[src/design/ppr_pkg.sv]
// shared types and constants of the video processor cpu register port
`default_nettype none

package ppr_pkg;

    // bus commands carried by an input item
    typedef enum logic [1:0] {
        CMD_READ      = 2'd0,
        CMD_WRITE     = 2'd1,
        CMD_VBL_BEGIN = 2'd2,
        CMD_VBL_END   = 2'd3
    } t_cmd;

    // register numbers (cpu address bits 2..0)
    localparam logic [2:0] REG_CTRL      = 3'd0;
    localparam logic [2:0] REG_MASK      = 3'd1;
    localparam logic [2:0] REG_STATUS    = 3'd2;
    localparam logic [2:0] REG_OAM_ADDR  = 3'd3;
    localparam logic [2:0] REG_OAM_DATA  = 3'd4;
    localparam logic [2:0] REG_SCROLL    = 3'd5;
    localparam logic [2:0] REG_ADDR      = 3'd6;
    localparam logic [2:0] REG_DATA      = 3'd7;

    // sprite attribute memory geometry
    localparam int SPR_DEPTH = 256;
    localparam int SPR_AW    = $clog2(SPR_DEPTH);

    // palette geometry and masks
    localparam int          PAL_DEPTH     = 32;
    localparam int          PAL_AW        = $clog2(PAL_DEPTH);
    localparam logic [5:0]  PAL_PAGE      = 6'h3F;
    localparam logic [7:0]  PAL_MASK_GRAY = 8'h30;
    localparam logic [7:0]  PAL_MASK_FULL = 8'h3F;
    localparam logic [7:0]  SPR_ATTR_MASK = 8'hE3;

    // one accepted input item
    typedef struct packed {
        t_cmd        command;
        logic [2:0]  reg_select;
        logic [7:0]  write_byte;
        logic [7:0]  vram_byte;
    } t_item;

    // one result item
    typedef struct packed {
        logic [7:0]  read_byte;
        logic        nmi_level;
        logic [13:0] vram_address;
        logic        vram_write_enable;
        logic [7:0]  vram_write_byte;
    } t_result;

endpackage

`default_nettype wire

[src/design/ppr_ram.sv]
// generic single-port-write ram with registered read
`default_nettype none

module ppr_ram #(
    parameter int WIDTH = 8,
    parameter int DEPTH = 256
) (
    input  wire logic                     i_clk,
    input  wire logic                     i_we,
    input  wire logic [$clog2(DEPTH)-1:0] i_waddr,
    input  wire logic [WIDTH-1:0]         i_wdata,
    input  wire logic [$clog2(DEPTH)-1:0] i_raddr,
    output      logic [WIDTH-1:0]         o_rdata
);

    logic [WIDTH-1:0] r_mem [DEPTH];
    logic [WIDTH-1:0] r_rdata;

    // write port
    always_ff @(posedge i_clk) begin
        if (i_we) begin
            r_mem[i_waddr] <= i_wdata;
        end
    end

    // registered read port, a write to the read address passes straight through
    always_ff @(posedge i_clk) begin
        if (i_we && (i_waddr == i_raddr)) begin
            r_rdata <= i_wdata;
        end else begin
            r_rdata <= r_mem[i_raddr];
        end
    end

    assign o_rdata = r_rdata;

endmodule

`default_nettype wire

[src/design/ppr_palette.sv]
// 32-entry palette store with backdrop entry mirroring
`default_nettype none

module ppr_palette import ppr_pkg::*; (
    input  wire logic              i_clk,
    input  wire logic              i_we,
    input  wire logic [PAL_AW-1:0] i_waddr,
    input  wire logic [7:0]        i_wdata,
    input  wire logic [PAL_AW-1:0] i_raddr,
    output      logic [7:0]        o_rdata
);

    logic [PAL_AW-1:0] widx;
    logic [PAL_AW-1:0] ridx;

    // entries 0x10/0x14/0x18/0x1c alias their lower-half partners
    function automatic logic [PAL_AW-1:0] fold_mirror(input logic [PAL_AW-1:0] a);
        logic [PAL_AW-1:0] f;
        f = a;
        if (a[4] && (a[1:0] == 2'b00)) begin
            f[4] = 1'b0;
        end
        return f;
    endfunction

    assign widx = fold_mirror(i_waddr);
    assign ridx = fold_mirror(i_raddr);

    ppr_ram #(
        .WIDTH (8),
        .DEPTH (PAL_DEPTH)
    ) u_pal_ram (
        .i_clk   (i_clk),
        .i_we    (i_we),
        .i_waddr (widx),
        .i_wdata (i_wdata),
        .i_raddr (ridx),
        .o_rdata (o_rdata)
    );

endmodule

`default_nettype wire

[src/design/ppr_core.sv]
// register state, per-item update logic and result register
`default_nettype none

module ppr_core import ppr_pkg::*; (
    input  wire logic    i_clk,
    input  wire logic    i_rst_n,
    input  wire logic    i_fire,
    input  wire t_item   i_item,
    output      t_result o_result
);

    logic [7:0]        r_ctrl, n_ctrl;
    logic [7:0]        r_mask, n_mask;
    logic [2:0]        r_status, n_status;
    logic [SPR_AW-1:0] r_ptr, n_ptr;
    logic [7:0]        r_rbuf, n_rbuf;
    logic [14:0]       r_v, n_v;
    logic [14:0]       r_t, n_t;
    logic [2:0]        r_fine_x, n_fine_x;
    logic              r_toggle, n_toggle;
    logic [7:0]        r_latch, n_latch;
    t_result           r_res, n_res;

    logic              is_pal;
    logic [14:0]       v_inc;
    logic [7:0]        pal_rd, pal_byte;
    logic              pal_we;
    logic [7:0]        spr_rd, spr_byte;
    logic              spr_we;
    logic              ext_we;
    logic [7:0]        d;

    assign d      = i_item.write_byte;
    assign is_pal = (r_v[13:8] == PAL_PAGE);
    assign v_inc  = r_v + (r_ctrl[2] ? 15'd32 : 15'd1);

    // sprite attribute memory, read address follows the next pointer
    ppr_ram #(
        .WIDTH (8),
        .DEPTH (SPR_DEPTH)
    ) u_spr_ram (
        .i_clk   (i_clk),
        .i_we    (spr_we),
        .i_waddr (r_ptr),
        .i_wdata (d),
        .i_raddr (n_ptr),
        .o_rdata (spr_rd)
    );

    // palette store, written at the current address, read address follows the next one
    ppr_palette u_palette (
        .i_clk   (i_clk),
        .i_we    (pal_we),
        .i_waddr (r_v[PAL_AW-1:0]),
        .i_wdata (d),
        .i_raddr (n_v[PAL_AW-1:0]),
        .o_rdata (pal_rd)
    );

    assign pal_byte = pal_rd & (r_mask[0] ? PAL_MASK_GRAY : PAL_MASK_FULL);
    assign spr_byte = (r_ptr[1:0] == 2'd2) ? (spr_rd & SPR_ATTR_MASK) : spr_rd;

    // next state for one item
    always_comb begin
        n_ctrl   = r_ctrl;
        n_mask   = r_mask;
        n_status = r_status;
        n_ptr    = r_ptr;
        n_rbuf   = r_rbuf;
        n_v      = r_v;
        n_t      = r_t;
        n_fine_x = r_fine_x;
        n_toggle = r_toggle;
        n_latch  = r_latch;
        pal_we   = 1'b0;
        spr_we   = 1'b0;
        ext_we   = 1'b0;
        if (i_fire) begin
            unique case (i_item.command)
                CMD_READ: begin
                    unique case (i_item.reg_select)
                        REG_STATUS: begin
                            n_latch     = {r_status, r_latch[4:0]};
                            n_status[2] = 1'b0;
                            n_toggle    = 1'b0;
                        end
                        REG_OAM_DATA: begin
                            n_latch = spr_byte;
                        end
                        REG_DATA: begin
                            if (is_pal) begin
                                n_latch = {r_latch[7:6], pal_byte[5:0]};
                            end else begin
                                n_latch = r_rbuf;
                            end
                            n_rbuf = i_item.vram_byte;
                            n_v    = v_inc;
                        end
                        default: begin
                        end
                    endcase
                end
                CMD_WRITE: begin
                    n_latch = d;
                    unique case (i_item.reg_select)
                        REG_CTRL: begin
                            n_ctrl       = d;
                            n_t[11:10]   = d[1:0];
                        end
                        REG_MASK: begin
                            n_mask = d;
                        end
                        REG_OAM_ADDR: begin
                            n_ptr = d;
                        end
                        REG_OAM_DATA: begin
                            spr_we = 1'b1;
                            n_ptr  = r_ptr + SPR_AW'(1);
                        end
                        REG_SCROLL: begin
                            if (!r_toggle) begin
                                n_t[4:0] = d[7:3];
                                n_fine_x = d[2:0];
                                n_toggle = 1'b1;
                            end else begin
                                n_t[14:12] = d[2:0];
                                n_t[9:5]   = d[7:3];
                                n_toggle   = 1'b0;
                            end
                        end
                        REG_ADDR: begin
                            if (!r_toggle) begin
                                n_t[14]   = 1'b0;
                                n_t[13:8] = d[5:0];
                                n_toggle  = 1'b1;
                            end else begin
                                n_t      = {r_t[14:8], d};
                                n_v      = {r_t[14:8], d};
                                n_toggle = 1'b0;
                            end
                        end
                        REG_DATA: begin
                            if (is_pal) begin
                                pal_we = 1'b1;
                            end else begin
                                ext_we = 1'b1;
                            end
                            n_v = v_inc;
                        end
                        default: begin
                        end
                    endcase
                end
                CMD_VBL_BEGIN: begin
                    n_status[2] = 1'b1;
                end
                CMD_VBL_END: begin
                    n_status = '0;
                end
                default: begin
                end
            endcase
        end
    end

    // result item built from the updated state, with the current address for an external write
    always_comb begin
        n_res.read_byte         = n_latch;
        n_res.nmi_level         = n_ctrl[7] & n_status[2];
        n_res.vram_address      = ext_we ? r_v[13:0] : n_v[13:0];
        n_res.vram_write_enable = ext_we;
        n_res.vram_write_byte   = ext_we ? d : 8'h00;
    end

    // control and scroll state
    always_ff @(posedge i_clk) begin
        if (!i_rst_n) begin
            r_ctrl   <= '0;
            r_mask   <= '0;
            r_status <= '0;
            r_ptr    <= '0;
            r_rbuf   <= '0;
            r_v      <= '0;
            r_t      <= '0;
            r_fine_x <= '0;
            r_toggle <= 1'b0;
            r_latch  <= '0;
        end else begin
            r_ctrl   <= n_ctrl;
            r_mask   <= n_mask;
            r_status <= n_status;
            r_ptr    <= n_ptr;
            r_rbuf   <= n_rbuf;
            r_v      <= n_v;
            r_t      <= n_t;
            r_fine_x <= n_fine_x;
            r_toggle <= n_toggle;
            r_latch  <= n_latch;
        end
    end

    // result payload register
    always_ff @(posedge i_clk) begin
        if (i_fire) begin
            r_res <= n_res;
        end
    end

    assign o_result = r_res;

endmodule

`default_nettype wire

[src/design/ppu_cpu_register_port.sv]
// Video processor cpu register port: one bus access or vblank event per item.
// Items pass an input register, then one stage that updates all register
// state and loads the result register, so a new item is taken every cycle
// unless the output side stalls. A result is presented once its item has
// passed the input register and the update stage, and is taken when the
// output side is ready; while a result waits, one more item is held in
// the input register and then the input side stalls. The sprite attribute
// memory (256 bytes) and the palette (32 bytes) are rams whose read ports
// track the next sprite pointer and the next address, so their data is
// ready when a read item reaches the update stage. Sprite and palette
// contents are undefined until written; there is no clearing pass after reset.
`default_nettype none

module ppu_cpu_register_port import ppr_pkg::*; (
    input  wire logic        i_clk,
    input  wire logic        i_rst_n,
    input  wire logic        i_in_valid,
    output      logic        o_in_ready,
    input  wire logic [1:0]  i_command,
    input  wire logic [2:0]  i_reg_select,
    input  wire logic [7:0]  i_write_byte,
    input  wire logic [7:0]  i_vram_byte,
    output      logic        o_out_valid,
    input  wire logic        i_out_ready,
    output      logic [7:0]  o_read_byte,
    output      logic        o_nmi_level,
    output      logic [13:0] o_vram_address,
    output      logic        o_vram_write_enable,
    output      logic [7:0]  o_vram_write_byte
);

    logic    r_in_valid;
    t_item   r_item;
    logic    r_out_valid;
    logic    fire;
    t_result res;

    // item moves into the result register when that register is free or drains
    assign fire       = r_in_valid && (!r_out_valid || i_out_ready);
    assign o_in_ready = !r_in_valid || fire;

    // input register
    always_ff @(posedge i_clk) begin
        if (!i_rst_n) begin
            r_in_valid <= 1'b0;
        end else if (o_in_ready) begin
            r_in_valid <= i_in_valid;
        end
    end

    always_ff @(posedge i_clk) begin
        if (i_in_valid && o_in_ready) begin
            r_item.command    <= t_cmd'(i_command);
            r_item.reg_select <= i_reg_select;
            r_item.write_byte <= i_write_byte;
            r_item.vram_byte  <= i_vram_byte;
        end
    end

    // result valid flag
    always_ff @(posedge i_clk) begin
        if (!i_rst_n) begin
            r_out_valid <= 1'b0;
        end else if (fire) begin
            r_out_valid <= 1'b1;
        end else if (i_out_ready) begin
            r_out_valid <= 1'b0;
        end
    end

    ppr_core u_core (
        .i_clk    (i_clk),
        .i_rst_n  (i_rst_n),
        .i_fire   (fire),
        .i_item   (r_item),
        .o_result (res)
    );

    assign o_out_valid         = r_out_valid;
    assign o_read_byte         = res.read_byte;
    assign o_nmi_level         = res.nmi_level;
    assign o_vram_address      = res.vram_address;
    assign o_vram_write_enable = res.vram_write_enable;
    assign o_vram_write_byte   = res.vram_write_byte;

`ifndef SYNTHESIS
    // palette range writes never reach external memory
    a_no_ext_pal_write: assert property (@(posedge i_clk) disable iff (!i_rst_n)
        (o_out_valid && o_vram_write_enable) |-> (o_vram_address[13:8] != PAL_PAGE))
        else $error("external write inside palette range");

    // write byte is zero when no external write happens
    a_idle_write_byte: assert property (@(posedge i_clk) disable iff (!i_rst_n)
        (o_out_valid && !o_vram_write_enable) |-> (o_vram_write_byte == 8'h00))
        else $error("write byte driven without write enable");

    // an empty result register never blocks the input side
    a_ready_when_empty: assert property (@(posedge i_clk) disable iff (!i_rst_n)
        !o_out_valid |-> o_in_ready)
        else $error("input stalled with empty result register");
`endif

endmodule

`default_nettype wire
[config.mk]
export PLATFORM = sky130hd
export DESIGN_NAME = ppu_cpu_register_port
export DESIGN_NICKNAME = d
export VERILOG_FILES = /design/src/design/ppr_pkg.sv /design/src/design/ppr_ram.sv /design/src/design/ppr_palette.sv /design/src/design/ppr_core.sv /design/src/design/ppu_cpu_register_port.sv
export SDC_FILE = /design/constraint.sdc
export NUM_CORES = 2
export LEC_CHECK = 0
export ABC_AREA = 0
export BUFFER_PORTS_ARGS = -buffer_cell sky130_fd_sc_hd__buf_2
export CORE_ASPECT_RATIO = 0.9
export CORE_MARGIN = 3
export CORE_UTILIZATION = 60
export CTS_CLUSTER_DIAMETER = 40
export DETAILED_ROUTE_END_ITERATION = 7
export PLACE_DENSITY = 0.76
export SLEW_MARGIN = 20
export SYNTH_ARGS = -nofsm -noshare
export SYNTH_HDL_FRONTEND = slang
export SYNTH_HIERARCHICAL = 1
export SYNTH_SLANG_ARGS = --single-unit
[constraint.sdc]
create_clock -name i_clk -period 8.75 [get_ports i_clk]
set_clock_uncertainty 0.1 [all_clocks]
set_input_delay 1.3125 -clock i_clk [delete_from_list [all_inputs] [get_ports i_clk]]
set_output_delay 1.3125 -clock i_clk [all_outputs]
set_load 0.02 [all_outputs]
# Yosys cells after proc, flatten, opt, wreduce, memory -nomap -nowiden
# Memory sizes are Yosys's and may differ from the RTL's. A register that Yosys moved wholly into a read port is not among the register bits.
# Index checks and enable logic that the tools add are counted.
totals:
  regBits: 118
  latchBits: 0
  ram_bits: 2304
  mem_bits_ro: 0
  in_bits: 25
  output_inout_bits: 34
  word_cells: 129
  memories: 2
mem_list:
  columns: ["memory", "words", "word_bits", "rd", "rd_ports_with_merged_regs", "wr", "line", "rtl"]
  rows:
  - ["u_core.u_spr_ram.r_mem", 256, 8, 1, 1, 1, "ppr_ram.sv:16", "logic [WIDTH-1:0] r_mem [DEPTH];"]
  - ["u_core.u_palette.u_pal_ram.r_mem", 32, 8, 1, 0, 1, "ppr_ram.sv:16", null]
op_classes:
  addsub: 2
  multipliers: 0
  div: 0
  magnitude_cmp: 0
  eq_ne: 20
  shifts: 0
  n_mux: 54
  bitwise_logic: 2
  n_reduce_logical: 25
ops:
  columns: ["operator", "n"]
  rows:
  - ["8-bit two-way mux", 8]
  - ["15-bit one-hot mux with 2 select lines", 2]
  - ["8-bit one-hot mux with 2 select lines", 2]
  - ["15-bit two-way mux", 2]
  - ["14-bit two-way mux", 2]
  - ["8-bit one-hot mux with 3 select lines", 1]
  - ["1-bit two-way mux", 23]
  - ["10-bit one-hot mux with 2 select lines", 1]
  - ["15-bit by 6-bit adder with 15-bit output", 1]
  - ["5-bit two-way mux", 3]
  - ["3-bit == test, second input constant", 4]
  - ["6-bit two-way mux", 2]
  - ["5-bit AND reduction", 2]
  - ["3-bit AND reduction", 3]
  - ["8-bit by 1-bit adder with 8-bit output, second input constant", 1]
  - ["2-bit inequality test, second input constant", 4]
  - ["4-bit AND reduction", 2]
  - ["2-bit nonzero test", 4]
  - ["7-bit two-way mux", 1]
  - ["6-bit bitwise AND", 1]
  - ["2-bit == test, second input constant", 3]
  - ["3-bit by 2-bit == test with 1-bit output, second input constant", 2]
  - ["6-bit == test, second input constant", 1]
  - ["2-bit logical NOT", 3]
  - ["other kinds (17)", 25]

# Longest topological paths before layout
depth:
  word_depth: 11
  depth_mapped: 16
  ltp_nobuf: 11

# Cells and area by module
# Netlist, hierarchy kept.
modules_own_cells:
  columns: ["mod", "n_inst", "cells_per_inst", "area_per_inst_um2", "seq_area_each_um2"]
  rows:
  - ["ppr_ram (u_core.u_spr_ram)", 1, 3733, 79556.3, 61659.1]
  - ["ppr_ram (u_core.u_palette.u_pal_ram)", 1, 414, 9993.3, 7787.5]
  - ["ppr_core", 1, 559, 4878.4, 1941.9]
  - ["ppu_cpu_register_port", 1, 30, 734.5, 670.6]
  - ["ppr_palette", 1, 2, 15.0, 0.0]

# Worst setup path before layout
# Ideal clock, no wire load.
synth_timing:
  kind: "in2reg"
  start: "in i_out_ready"
  end: "mem u_core.u_spr_ram.r_mem[234][0], enable pin"
  setup_time_ns: 0.370
  t_arrival_ns: 5.189
  required_ns: 8.280
  slack_ns: 3.090
  path_stages: 11
  path_buffers: 4
  path_cell_list: "nor2b_4 > nor2b_1 > buf_2 > nand2_1 > or4_4 > inv_1 > clkbuf_1 > buf_1 > nand3_1 > clkbuf_1 > nor2_1"
synth_via:
  elab_chain_len: 5
synth_rtl:
  columns: ["element", "line", "rtl"]
  rows:
  - ["from (decl)", "ppu_cpu_register_port.sv:24", "input wire logic i_out_ready,"]
  - ["1-bit logical OR", "ppu_cpu_register_port.sv:39", "assign fire = r_in_valid && (!r_out_valid || i_out_ready);"]
  - ["1-bit logical AND", "ppu_cpu_register_port.sv:39", null]
  - ["via fire", "ppu_cpu_register_port.sv:35", "logic fire;"]
  - ["1-bit two-way mux", "ppr_core.sv:78", "if (i_fire) begin"]
  - ["via u_core.spr_we", "ppr_core.sv:29", "logic spr_we;"]
  - ["1-bit two-way mux", "ppr_ram.sv:21", "if (i_we) begin"]
  - ["1-bit two-way mux (implied by the code)", "ppr_ram.sv:22", "r_mem[i_waddr] <= i_wdata;"]
  - ["to (decl)", "ppr_ram.sv:16", null]
# The timed path passes the listed nets, and every way through them passes these cells.

==> impl_metrics.toml <==
[timing]
setup_viol = 0
tns_ns = 0
period_share_pct = 59.8
tightest_slew_ns = 1.20
hold_violations = 0
rsz0062_at_grt = "no"
maxSlewViolCount = 0
max_slew_margin_pct = 19.7
period_needed_ns = 5.23
max_freq_ghz = 0.191
setup_slack_ns = 3.52

[run_status]
run_status = "complete, no violations"

[global_routing]
grt_pass1_wl_um = 327000
antenna_found_initial = 13
grt_use_total_pct = 28.4
grt_max_degree = 211
grt_pass1_vias = 47266
grt.overflow.total = 0

[clock_tree]
htreeDepth = 4
cts.clk_slew.worst_paths_ns = 0.06
cts_buffers = 223
ctsHoldBuffers = 0
ctsRootBufferMaster = "clkbuf_16"
cts_tree = "done"
cts_buffer_depth = 3
clock_latency_ns = 0.85
post_cts_buffers = 0
cts-resized-gates = 0
clock_sinks = 2357

[worst_setup_path]
crit_path_start_kind = "flop"
timing.rr.end = "u_core/r_latch[7]"
arrival_ns = 5.87
worstPathMaxFanout = 32
end_kind = "flop"
r2r_cells = 12
cp.required_ns = 9.38
crit_type = "flop to flop"
r2r_slack_ns = 3.52

[flow_run]
maxCapViolCount = 0

[die]
chipWidth_um = 421
fp.dieArea_mm2 = 0.159
rows = 136
die_y_um = 379
core_mm2 = 0.153
start_util_pct = 60.6
ios = 59

[min_path]
min_to = "u_core/r_rbuf[4]"
min_from = "u_core/r_rbuf[4]"
min_path_type = "flop to flop"
whs_path_depth = 2

[drt]
top_layer_used = "met5"
viasPerCell = 7.04
met2_length_um = 105000
drt-wirelength-per-cell_um = 32.3
drt_pass1_iterations = 6
drt_iter0_drc = 7194
ant_nets = 0
wl_met1_um = 83700
wl_met3_um = 28400
vias = 48773
routed_wl_um = 224000
drc = 0

[final_layout]
drive_above_1_share_pct = 21.6
utilization_pct = 66.7
finalInstanceArea_mm2 = 0.102
area_growth_pct = 10.0
nets = 4755

[yosys]
synth.avg_cell_area_um2 = 19.9
yosys_warnings = 6
syn_area_mm2 = 0.0928
syn_inst = 4652
synth_nets = 4682

[placed_design]
gp_congestion = 0.902
dpl_cell_area_mm2 = 0.0947
hpwl_um = 131000
place_ws_ns = 2.85
io_buffers = 58

[pwr]
peakVddDrop_mv = 0.221
p_per_area_mw_per_mm2 = 221
leakagePower_nw = 30.4
==> placed cells by master (no fill, tap or decap), types with 24 or more instances in the layout <==
cell type and n:
nand3_1 52, clkbuf_16 226, and2_1 31, clkbuf_1 47
mux4_2 514, o221ai_1 52, dfxtp_1 57, buf_4 73
bufinv_16 24, nor3_1 29, nor2_1 349, mux2i_1 143
nor4_1 24, buf_2 58, nand2_1 82, edfxtp_1 2293
a22oi_1 138, clkinv_2 42, nor2b_1 37, a21oi_1 134
a211oi_1 26, o21ai_0 47, clkinv_1 39, o22ai_1 33
==> worst max path at each step <==
| stage | slack, ns | to | from | depth (start not counted) |
|---|---|---|---|---|
| floorplan | 3.09 | u_core/u_spr_ram/r_mem[234][0] | i_out_ready | 11 |
| global placement | 2.95 | u_core/u_spr_ram/r_mem[48][6] | i_out_ready | 10 |
| detailed placement | 2.85 | u_core/u_spr_ram/r_mem[80][5] | i_out_ready | 10 |
| CTS | 3.57 | u_core/r_latch[7] | flop | 12 |
| global route | 3.43 | u_core/r_latch[7] | flop | 12 |
| finish | 3.52 | u_core/r_latch[7] | flop | 12 |
==> layout make-up <==
class	count	area (um2)
Sequential cell	2357	70200
Fill cell	9401	51100
Multi-Input combinational cell	1972	20800
Clock buffer	277	5890
Tap cell	2001	2500
Clock inverter	143	1460
Timing Repair Buffer	147	1140
Inverter	24	90.1
Antenna cell	5	12.5
==> where the power goes <==
part / internal [mW] / leakage [nW] / switching, mW
combinational: 0.119 / 5.68 / 0.345
sequential: 12.4 / 21.2 / 0.0208
clock: 5.50 / 3.57 / 4.15
==> critical path, stage by stage, from the launching register on <==
cell and delay [ns]:
dfxtp_4 0.81, buf_4 0.55, mux4_2 0.56, nor2b_1 0.16, a211oi_1 0.50, nor3_1 0.18, nor4_1 1.02, nor4_1 0.21
nand3b_1 0.17, o21ai_0 0.11, a32o_1 0.29, a221o_1 0.27, and2_1 0.16
==> sequential cells by signal, summed over array words and instances (netlist names), 2 cells and up, named ones only <==
signal and cells:
u_core/o_result 32, u_core/r_latch 8, u_core/r_t 6, u_core/u_spr_ram/r_mem 2048, u_core/r_ctrl 2, u_core/u_palette/u_pal_ram/r_mem 192
u_core/r_rbuf 8, u_core/r_ptr 8, r_item 21, u_core/r_v 14
==> per-layer routing <==
layer,vias up,GRT usage [%]
met5,-,0
met4,4,8.91
met2,3448,42.6
met3,481,7.62
met1,25410,41.3
li1,19430,-
==> through the flow <==
step,hold slack [ns],power (mW),std cells
after floorplan,0.333,13.0,4652
after global placement,0.349,13.1,6501
after detailed placement,0.357,13.1,6501
after CTS,0.366,22.6,6921
after global routing,0.392,23.1,6921
final,0.367,22.5,6926
Power figures use the tool's default switching activity.
